===== src/sv/utf8d_pkg.sv =====
// Package for the UTF-8 stream decoder: word and result types, constants,
// and the lead byte decode function. No dependencies.
`timescale 1ns / 1ps
`default_nettype none
package utf8d_pkg;

  localparam int CpWidth  = 31;
  localparam int LenWidth = 3;

  localparam logic STATUS_OK    = 1'b0;
  localparam logic STATUS_ERROR = 1'b1;

  localparam logic [7:0] LEAD_2_BASE   = 8'hc0;
  localparam logic [7:0] LEAD_3_BASE   = 8'he0;
  localparam logic [7:0] LEAD_4_BASE   = 8'hf0;
  localparam logic [7:0] LEAD_5_BASE   = 8'hf8;
  localparam logic [7:0] LEAD_6_BASE   = 8'hfc;
  localparam logic [7:0] LEAD_BAD_BASE = 8'hfe;
  localparam logic [7:0] ASCII_LIMIT   = 8'h80;
  localparam logic [7:0] CONT_MASK     = 8'hc0;
  localparam logic [7:0] CONT_PATTERN  = 8'h80;
  localparam logic [7:0] PAYLOAD_MASK  = 8'h3f;

  typedef struct packed {
    logic [7:0] data_byte;
    logic       end_of_data;
  } in_word_t;

  typedef struct packed {
    logic [CpWidth-1:0]  code_point;
    logic [LenWidth-1:0] seq_length;
    logic                status;
  } result_t;

  typedef struct packed {
    logic [LenWidth-1:0] length;
    logic [7:0]          bits;
  } lead_info_t;

  // Sequence length and value bits of a multi-byte lead byte (C0 to FD).
  function automatic lead_info_t lead_decode(input logic [7:0] b);
    lead_info_t info;
    info.length = LenWidth'(2);
    info.bits   = b & 8'h1f;
    if (b >= LEAD_6_BASE) begin
      info.length = LenWidth'(6);
      info.bits   = b & 8'h01;
    end else if (b >= LEAD_5_BASE) begin
      info.length = LenWidth'(5);
      info.bits   = b & 8'h03;
    end else if (b >= LEAD_4_BASE) begin
      info.length = LenWidth'(4);
      info.bits   = b & 8'h07;
    end else if (b >= LEAD_3_BASE) begin
      info.length = LenWidth'(3);
      info.bits   = b & 8'h0f;
    end
    return info;
  endfunction

endpackage
`default_nettype wire


===== src/sv/utf8d_in_stage.sv =====
// Input register of the UTF-8 stream decoder: holds one accepted word until
// the decode stage takes it. Depends on utf8d_pkg.
`timescale 1ns / 1ps
`default_nettype none
module utf8d_in_stage (
  input  wire logic               clk,
  input  wire logic               rst,
  input  wire logic               in_valid,
  output logic                    in_stall,
  input  wire utf8d_pkg::in_word_t in_word,
  input  wire logic               advance,
  output logic                    fire,
  output utf8d_pkg::in_word_t     held_word
);
  import utf8d_pkg::*;

  logic held_valid;
  logic held_valid_next;
  logic accept;

  assign in_stall = held_valid && !advance;
  assign accept   = in_valid && !in_stall;
  assign fire     = held_valid && advance;

  always_comb begin
    held_valid_next = held_valid;
    if (accept) begin
      held_valid_next = 1'b1;
    end else if (advance) begin
      held_valid_next = 1'b0;
    end
  end

  always_ff @(posedge clk) begin
    if (rst) begin
      held_valid <= 1'b0;
    end else begin
      held_valid <= held_valid_next;
    end
  end

  always_ff @(posedge clk) begin
    if (accept) begin
      held_word <= in_word;
    end
  end

endmodule
`default_nettype wire


===== src/sv/utf8d_decode.sv =====
// Decode stage of the UTF-8 stream decoder: sequence state and the per-word
// combinational decode. Depends on utf8d_pkg.
`timescale 1ns / 1ps
`default_nettype none
module utf8d_decode (
  input  wire logic                clk,
  input  wire logic                rst,
  input  wire logic                fire,
  input  wire utf8d_pkg::in_word_t word,
  output logic                     res_valid,
  output utf8d_pkg::result_t       res
);
  import utf8d_pkg::*;

  logic [CpWidth-1:0]  partial_value;
  logic [LenWidth-1:0] bytes_remaining;
  logic [LenWidth-1:0] sequence_length;
  logic [CpWidth-1:0]  partial_value_next;
  logic [LenWidth-1:0] bytes_remaining_next;
  logic [LenWidth-1:0] sequence_length_next;
  lead_info_t          lead;
  logic [CpWidth-1:0]  shifted;
  logic [LenWidth-1:0] remaining_dec;

  assign lead          = lead_decode(word.data_byte);
  assign shifted       = {partial_value[CpWidth-7:0], word.data_byte[5:0]};
  assign remaining_dec = bytes_remaining - LenWidth'(1);

  always_comb begin
    partial_value_next   = partial_value;
    bytes_remaining_next = bytes_remaining;
    sequence_length_next = sequence_length;
    res_valid            = 1'b0;
    res.code_point       = '0;
    res.seq_length       = '0;
    res.status           = STATUS_ERROR;
    if (bytes_remaining == '0) begin
      if (word.data_byte < ASCII_LIMIT) begin
        res_valid      = 1'b1;
        res.code_point = CpWidth'(word.data_byte);
        res.seq_length = LenWidth'(1);
        res.status     = STATUS_OK;
      end else if (word.data_byte >= LEAD_BAD_BASE || word.data_byte < LEAD_2_BASE ||
                   word.end_of_data) begin
        res_valid = 1'b1;
      end else begin
        partial_value_next   = CpWidth'(lead.bits);
        bytes_remaining_next = lead.length - LenWidth'(1);
        sequence_length_next = lead.length;
      end
    end else if ((word.data_byte & CONT_MASK) != CONT_PATTERN) begin
      res_valid            = 1'b1;
      partial_value_next   = '0;
      bytes_remaining_next = '0;
      sequence_length_next = '0;
    end else if (remaining_dec == '0) begin
      res_valid            = 1'b1;
      res.code_point       = shifted;
      res.seq_length       = sequence_length;
      res.status           = STATUS_OK;
      partial_value_next   = '0;
      bytes_remaining_next = '0;
      sequence_length_next = '0;
    end else if (word.end_of_data) begin
      res_valid            = 1'b1;
      partial_value_next   = '0;
      bytes_remaining_next = '0;
      sequence_length_next = '0;
    end else begin
      partial_value_next   = shifted;
      bytes_remaining_next = remaining_dec;
    end
  end

  always_ff @(posedge clk) begin
    if (rst) begin
      partial_value   <= '0;
      bytes_remaining <= '0;
      sequence_length <= '0;
    end else if (fire) begin
      partial_value   <= partial_value_next;
      bytes_remaining <= bytes_remaining_next;
      sequence_length <= sequence_length_next;
    end
  end

  // Any result closes the open sequence.
  assert property (@(posedge clk) disable iff (rst)
    fire && res_valid |=> bytes_remaining == '0)
    else $error("sequence still open after a result");

  assert property (@(posedge clk) disable iff (rst)
    bytes_remaining < sequence_length || bytes_remaining == '0)
    else $error("remaining count not below sequence length");

  assert property (@(posedge clk) disable iff (rst)
    res_valid && res.status == STATUS_OK |-> res.seq_length != '0)
    else $error("valid result with zero length");

  assert property (@(posedge clk) disable iff (rst)
    res_valid && res.status == STATUS_ERROR |-> res.code_point == '0 && res.seq_length == '0)
    else $error("error result carries a value");

endmodule
`default_nettype wire


===== src/sv/utf8d_out_stage.sv =====
// Result register of the UTF-8 stream decoder: holds one result until the
// downstream side takes it. Depends on utf8d_pkg.
`timescale 1ns / 1ps
`default_nettype none
module utf8d_out_stage (
  input  wire logic               clk,
  input  wire logic               rst,
  input  wire logic               fire,
  input  wire logic               res_valid,
  input  wire utf8d_pkg::result_t res,
  output logic                    advance,
  output logic                    out_valid,
  input  wire logic               out_stall,
  output utf8d_pkg::result_t      out_res
);
  import utf8d_pkg::*;

  logic out_valid_next;
  logic load;

  assign advance = !out_valid || !out_stall;
  assign load    = fire && res_valid;

  always_comb begin
    out_valid_next = out_valid;
    if (advance) begin
      out_valid_next = load;
    end
  end

  always_ff @(posedge clk) begin
    if (rst) begin
      out_valid <= 1'b0;
    end else begin
      out_valid <= out_valid_next;
    end
  end

  always_ff @(posedge clk) begin
    if (load) begin
      out_res <= res;
    end
  end

endmodule
`default_nettype wire


===== src/sv/utf8_stream_decoder_top.sv =====
// Top level of the UTF-8 stream decoder: input register, decode stage and
// result register. Depends on utf8d_pkg and the three utf8d stages.
// Path: the last byte of a sequence passes the input register and the decode stage, and its result is then registered.
// Throughput: one byte per cycle while the downstream side does not stall, set by the single decode stage.
// Reset: synchronous; clears the open sequence and both stage valid flags.
`timescale 1ns / 1ps
`default_nettype none
module utf8_stream_decoder_top (
  input  wire logic        clk,
  input  wire logic        rst,
  input  wire logic        in_valid,
  output logic             in_stall,
  input  wire logic [7:0]  data_byte,
  input  wire logic        end_of_data,
  output logic             out_valid,
  input  wire logic        out_stall,
  output logic [30:0]      code_point,
  output logic [2:0]       seq_length,
  output logic             status
);
  import utf8d_pkg::*;

  in_word_t in_word;
  in_word_t held_word;
  result_t  res;
  result_t  out_res;
  logic     advance;
  logic     fire;
  logic     res_valid;

  assign in_word.data_byte   = data_byte;
  assign in_word.end_of_data = end_of_data;

  utf8d_in_stage u_in (
    .clk       (clk),
    .rst       (rst),
    .in_valid  (in_valid),
    .in_stall  (in_stall),
    .in_word   (in_word),
    .advance   (advance),
    .fire      (fire),
    .held_word (held_word)
  );

  utf8d_decode u_decode (
    .clk       (clk),
    .rst       (rst),
    .fire      (fire),
    .word      (held_word),
    .res_valid (res_valid),
    .res       (res)
  );

  utf8d_out_stage u_out (
    .clk       (clk),
    .rst       (rst),
    .fire      (fire),
    .res_valid (res_valid),
    .res       (res),
    .advance   (advance),
    .out_valid (out_valid),
    .out_stall (out_stall),
    .out_res   (out_res)
  );

  assign code_point = out_res.code_point;
  assign seq_length = out_res.seq_length;
  assign status     = out_res.status;

endmodule
`default_nettype wire

===== config.mk =====
export PLATFORM = sky130hd
export DESIGN_NAME = utf8_stream_decoder_top
export DESIGN_NICKNAME = d
export VERILOG_FILES = /design/src/sv/utf8d_pkg.sv /design/src/sv/utf8d_in_stage.sv /design/src/sv/utf8d_decode.sv /design/src/sv/utf8d_out_stage.sv /design/src/sv/utf8_stream_decoder_top.sv
export SDC_FILE = /design/constraint.sdc
export NUM_CORES = 1
export LEC_CHECK = 0
export BUFFER_PORTS_ARGS = -buffer_cell sky130_fd_sc_hd__buf_4
export CAP_MARGIN = 20
export CORE_UTILIZATION = 45
export CTS_BUF_LIST = sky130_fd_sc_hd__clkbuf_8
export DETAILED_ROUTE_END_ITERATION = 10
export PLACE_DENSITY = 0.65
export RECOVER_POWER = 50
export REMOVE_ABC_BUFFERS = 1
export SYNTH_ARGS = -nofsm -noshare
export SYNTH_HDL_FRONTEND = slang
export SYNTH_SLANG_ARGS = --single-unit

===== constraint.sdc =====
create_clock -name clk -period 5.11 [get_ports clk]
set_input_delay 0.511 -clock clk [delete_from_list [all_inputs] [get_ports clk]]
set_output_delay 0.511 -clock clk [all_outputs]
set_load 0.005 [all_outputs]

# Word-level counts from Yosys, hierarchy flattened
# Cells that the tools add are included.
# W data, S select, Z words.
[word_totals]
reg_bits = 77
latchBits = 0
ramBits = 0
rom_bits = 0
in_bits = 13
memories = 0
[op_classes]
n_addsub = 2
n_mul = 0
div = 0
magnitude_cmp = 7
n_eq_ne = 3
shifts = 0
mux = 34
n_bitwise = 0
n_reduce_logical = 17
[ops]
columns = ["operator", "count"]
rows = [
  ["$mux W25", 6],
  ["$mux W35", 3],
  ["$ge A8 B8 Y1 const B", 5],
  ["$mux W3", 12],
  ["$mux W11", 3],
  ["$lt A8 B8 Y1 const B", 2],
  ["$mux W12", 1],
  ["$mux W9", 1],
  ["$mux W1", 8],
  ["$logic_not A3 Y1", 2],
  ["$ne A2 B2 Y1 const B", 3],
  ["$sub A3 B1 Y3 const B", 2],
  ["$logic_and A1 B1 Y1", 4],
  ["$logic_not A1 Y1", 4],
  ["$reduce_and A4 Y1", 1],
  ["$reduce_bool A4 Y1", 1],
  ["$logic_or A1 B1 Y1", 3],
  ["$reduce_and A3 Y1", 1],
  ["$reduce_bool A2 Y1", 1],
]

# Depth between registers and ports, before layout
[depth]
word_depth = 9
ltp_mapped = 7
ltp_nobuf = 6

# Modules after synthesis
# A second synthesis with hierarchy kept.
[hier_totals]
cells_unflattened = 278
area_unflattened_um2 = 3254.4
[by_module_without_submodules]
columns = ["module", "n_inst", "cells_each", "area_each_um2", "seq_area_each_um2"]
rows = [
  ["utf8d_decode", 1, 224, 1834.3, 620.6],
  ["utf8d_out_stage", 1, 40, 1093.5, 1071.0],
  ["utf8d_in_stage", 1, 14, 326.6, 290.3],
]

# Worst setup path after synthesis
# OpenSTA, ideal clock, no wires.
[synth_timing]
path_kind = "reg-to-reg"
from = "reg u_decode.bytes_remaining[0]"
to = "reg, netlist name u_out.out_res[0]"
setup_time_ns = 0.390
t_arrival_ns = 2.042
slack_ns = 2.678
stages_incl_launch_ff = 7
path_buffers = 0
synth_period_minus_slack_ns = 2.432
path_cell_list = "dfxtp_1 > inv_1 > ha_1 > xnor2_1 > a211oi_4 > a211o_1 > inv_1"
[synth_between]
elab_chain_cells = 6
[synth_lines]
columns = ["element", "line_no", "text"]
rows = [
  ["start: declaration", "utf8d_decode.sv:16", "logic [LenWidth-1:0] bytes_remaining;"],
  ["start signal: assignment", "utf8d_decode.sv:82", "bytes_remaining <= bytes_remaining_next;"],
  ["$sub A3 B1 Y3", "utf8d_decode.sv:27", "assign remaining_dec = bytes_remaining - LenWidth'(1);"],
  ["$logic_not A3 Y1", "utf8d_decode.sv:56", "end else if (remaining_dec == '0) begin"],
  ["$mux W1", "utf8d_decode.sv:56", ""],
  ["$mux W1", "utf8d_decode.sv:51", "end else if ((word.data_byte & CONT_MASK) != CONT_PATTERN) begin"],
  ["$mux W1 *", "utf8d_decode.sv:37", "if (bytes_remaining == '0) begin"],
  ["$logic_and A1 B1 Y1 *", "utf8d_out_stage.sv:22", "assign load = fire && res_valid;"],
  ["via u_out.load", "utf8d_out_stage.sv:19", "logic load;"],
]
# The timed path passes the listed nets; every way through them passes the cells marked *.
# A chain may end at the register's enable or synchronous reset.

# Worst setup path after layout
[layout_timing]
from = "reg u_decode.bytes_remaining[0]"
to = "reg, netlist name u_out.out_res[12]"
[layout_between]
elab_chain_cells = 6
[layout_lines]
columns = ["element", "line_no"]
rows = [
  ["$sub A3 B1 Y3", "utf8d_decode.sv:27"],
  ["$logic_not A3 Y1", "utf8d_decode.sv:56"],
  ["$mux W1", "utf8d_decode.sv:56"],
  ["$mux W1", "utf8d_decode.sv:51"],
  ["$mux W1 *", "utf8d_decode.sv:37"],
  ["$logic_and A1 B1 Y1 *", "utf8d_out_stage.sv:22"],
  ["via u_out.load", "utf8d_out_stage.sv:19"],
]
# Marked as above.

==> flow_summary_export.csv <==
group,metric,value,unit
run_status,status,"completed",
worst_setup_path,cp-start-kind,"register",
timing,slew_headroom,8.20,%
global_route,grt_pass1_wl,11200,um
logic_synthesis,synth_top_area_share,39.7,%
global_route,antenna_found_initial,0,
logic_synthesis,ys_ff_latch,77,
clock_tree,h-tree-depth,3,
timing,clock.fmax,313,MHz
worst_setup_path,crit_path_frequent_cell,"inv_1",
clock_tree,cts.repair.resized,0,
worst_setup_path,regToRegSetupSlack,1.91,ns
worst_setup_path,r2r-end,"u_out.out_res[12]$_SDFFCE_PP0P_",
worst_setup_path,critPathCaptureType,"register",
finish,multi_input_area,1200,um^2
hold_path,holdCritPathClass,"input pin to register",
logic_synthesis,synthAdderAreaFrac,1.50,%
worst_setup_path,max_stage_delay,0.77,ns
routing,drt-initial-drc-count,213,
logic_synthesis,syn_avg_cell_area,11.7,um^2
timing,grt_setup_unrepaired,"no",
power_and_ir_drop,vdd_drop_max,0.186,mV
timing,final_hold_viol_count,0,
global_route,grt_pass1_vias,2241,
placed_design,placed_area,3720,um^2
routing,drt-wirelength-per-cell,16.4,um
clock_tree,holdBufCountCts,0,
logic_synthesis,synth_top_family_by_area,"compound AO/OA/AOI/OAI gates",
global_route,grt_max_degree,30,
worst_setup_path,arrival,3.23,ns
logic_synthesis,synth_async_sr_flop_share,0,%
worst_setup_path,slowest_stage,"nor2b_1",
finish,seqCellArea,1980,um^2
clock_tree,clk_latency,0.35,ns
worst_setup_path,setup.worst_path.end,"u_out.out_res[12]$_SDFFCE_PP0P_",
finish,fin_nets,340,
floorplan,ios,50,
logic_synthesis,synthMuxAreaShare,0.301,%
placed_design,port_buffers,49,
finish,nFillCells,612,
routing,drc,0,
flow_run,cap_violations,0,
timing,period_share,62.6,%
logic_synthesis,synth_area,3330,um^2
finish,fin_cells,424,
finish,final_common_cell,"clkbuf_4",
finish,final_cell_mix,"45 x clkbuf_4, 44 x edfxtp_1, 33 x dfxtp_1",
clock_tree,cts_setup_buffers,0,
timing,tightestPinTransition,1.38,ns
logic_synthesis,synth_xor_area_share,0.527,%
placed_design,gp_congestion,0.919,
logic_synthesis,ys_seq_area_share,59.6,%
finish,final_util,56.7,%
worst_setup_path,crit_family,"buffers and inverters",
placed_design,dp.cells,407,
timing,setup_viol,0,
logic_synthesis,synth_compound_area_share,21.8,%
worst_setup_path,crit_type,"register to register",
floorplan,core.rowCount,30,
floorplan,start_util,47.6,%
logic_synthesis,synth_cell_types,45,
routing,postRouteAntennaNets,0,
power_and_ir_drop,cellLeakagePower,1.37,nW
timing,holdWs,0.355,ns
placed_design,dpl.hpwl,4310,um
power_and_ir_drop,total_power,1.31,mW
worst_setup_path,critPathBufInv,3,
logic_synthesis,synth_edf_count,44,
worst_setup_path,crit_start,"u_decode.bytes_remaining[0]$_SDFFE_PP0P_",
logic_synthesis,yosysWarningCount,0,
clock_tree,numCtsBuffers,9,
timing,skew,0.00676,ns
floorplan,fp.coreArea,6980,um^2
routing,via_count,2495,
logic_synthesis,ys.flop_type,"edfxtp_1",
floorplan,die_w,88.0,um
timing,tns,0,ns
clock_tree,numClockSinks,77,
clock_tree,root_buffer,"clkbuf_8",
timing,setup_slack,1.91,ns
logic_synthesis,synthCells,284,
timing,min_period,3.20,ns
logic_synthesis,synth_simple_gate_area_share,11.6,%
placed_design,place_ws,1.96,ns
worst_setup_path,worstReg2RegStart,"u_decode.bytes_remaining[0]$_SDFFE_PP0P_",
logic_synthesis,synth_largest_area_cell,"edfxtp_1",
logic_synthesis,synthTopCellsByArea,"edfxtp_1 40%, dfxtp_1 20%, o2111ai_1 5.5%",
finish,antenna_cells,0,
routing,dr.pass1.iters,5,
floorplan,chipHeight,88.0,um
power_and_ir_drop,p_per_area,332,nW/um^2
worst_setup_path,critical_path.cell_chain,"inv_1 -> ha_1 -> nor2b_1 -> a211oi_4 -> a211o_1 -> inv_1 -> buf_4",
finish,drive_gt1_share,21.3,%
worst_setup_path,crit_path_max_fanout,25,
clock_tree,clock_path_buffers,2,
worst_setup_path,cp.required,5.14,ns
finish,final_cell_area,3960,um^2
timing,final_max_slew_viol_count,0,
worst_setup_path,rr_worst_depth,7,
routing,wirelength,6950,um
floorplan,dieArea,7740,um^2
clock_tree,clkTransAtPathRegs,0.07,ns
global_route,track_usage,19.2,%
routing,via_per_inst,5.88,
clock_tree,cts_tree,"built",
finish,syn_to_final_growth,19.0,%
global_route,grt_overflow_total,0,
worst_setup_path,cp_num_cells,7,
## worst min-delay path by stage
stage,start,endpoint,depth (start not counted)
after floorplan,u_decode.sequence_length[2]$_SDFFE_PP0P_,u_decode.sequence_length[2]$_SDFFE_PP0P_,2
after global placement,u_decode.sequence_length[2]$_SDFFE_PP0P_,u_decode.sequence_length[2]$_SDFFE_PP0P_,2
after detailed placement,u_decode.partial_value[23]$_SDFFE_PP0P_,u_decode.partial_value[23]$_SDFFE_PP0P_,2
after CTS,data_byte[7],u_in.held_word[8]$_DFFE_PP_,1
after global routing,end_of_data,u_in.held_word[0]$_DFFE_PP_,1
final,data_byte[7],u_in.held_word[8]$_DFFE_PP_,1
## flip-flops by register name (all words and copies together), names as in the netlist
| signal | count |
|---|---|
| u_out.out_res | 35 |
| u_in.held_word | 9 |
| u_in.held_valid | 1 |
| u_decode.sequence_length | 3 |
| u_decode.partial_value | 25 |
| u_out.out_valid | 1 |
| u_decode.bytes_remaining | 3 |
## synthesized netlist by cell type, types with 5 or more instances
library cell and number:
nor2_1 7, o2111ai_1 21, a21oi_1 24, nand2_1 11, o31ai_1 21, nor2b_1 6
dfxtp_1 33, edfxtp_1 44, a31oi_1 5, inv_1 8, and2_1 29, clkbuf_1 16
## area by class of cell
class                      count  area share (%)
clock buffer                  12            4.17
sequential                    77            50.1
inverter                       8           0.759
multi-input combinational    174            30.3
timing repair buffer          53            9.96
clock inverter                 4            1.74
tap                           96            3.04
## power breakdown
part           switching, mW  leakage [nW]  total [mW]  internal [mW]
clock network          0.212         0.120       0.525          0.313
registers             0.0106         0.690       0.685          0.675
logic                 0.0667         0.565       0.102         0.0350
total                  0.290          1.37        1.31           1.02
## logic make-up (layout without fill, tap and decap cells)
kind of cell,Yosys count,in the layout
AOI/OAI and AO/OA,99,99
DFF,77,77
and+or+nand+nor,68,68
buffers and inverters,33,77
adders and majority gates,4,4
xor gates and xnor gates,2,2
muxes,1,1
## routing by layer
layer	global-route usage, %	part of all wire (%)	routed length (um)
met5	0	0	0
met4	10.3	2.7	188
met3	5.66	6.2	431
met2	29.0	47	3280
met1	24.8	44	3040
(Power assumes the default switching activity.)
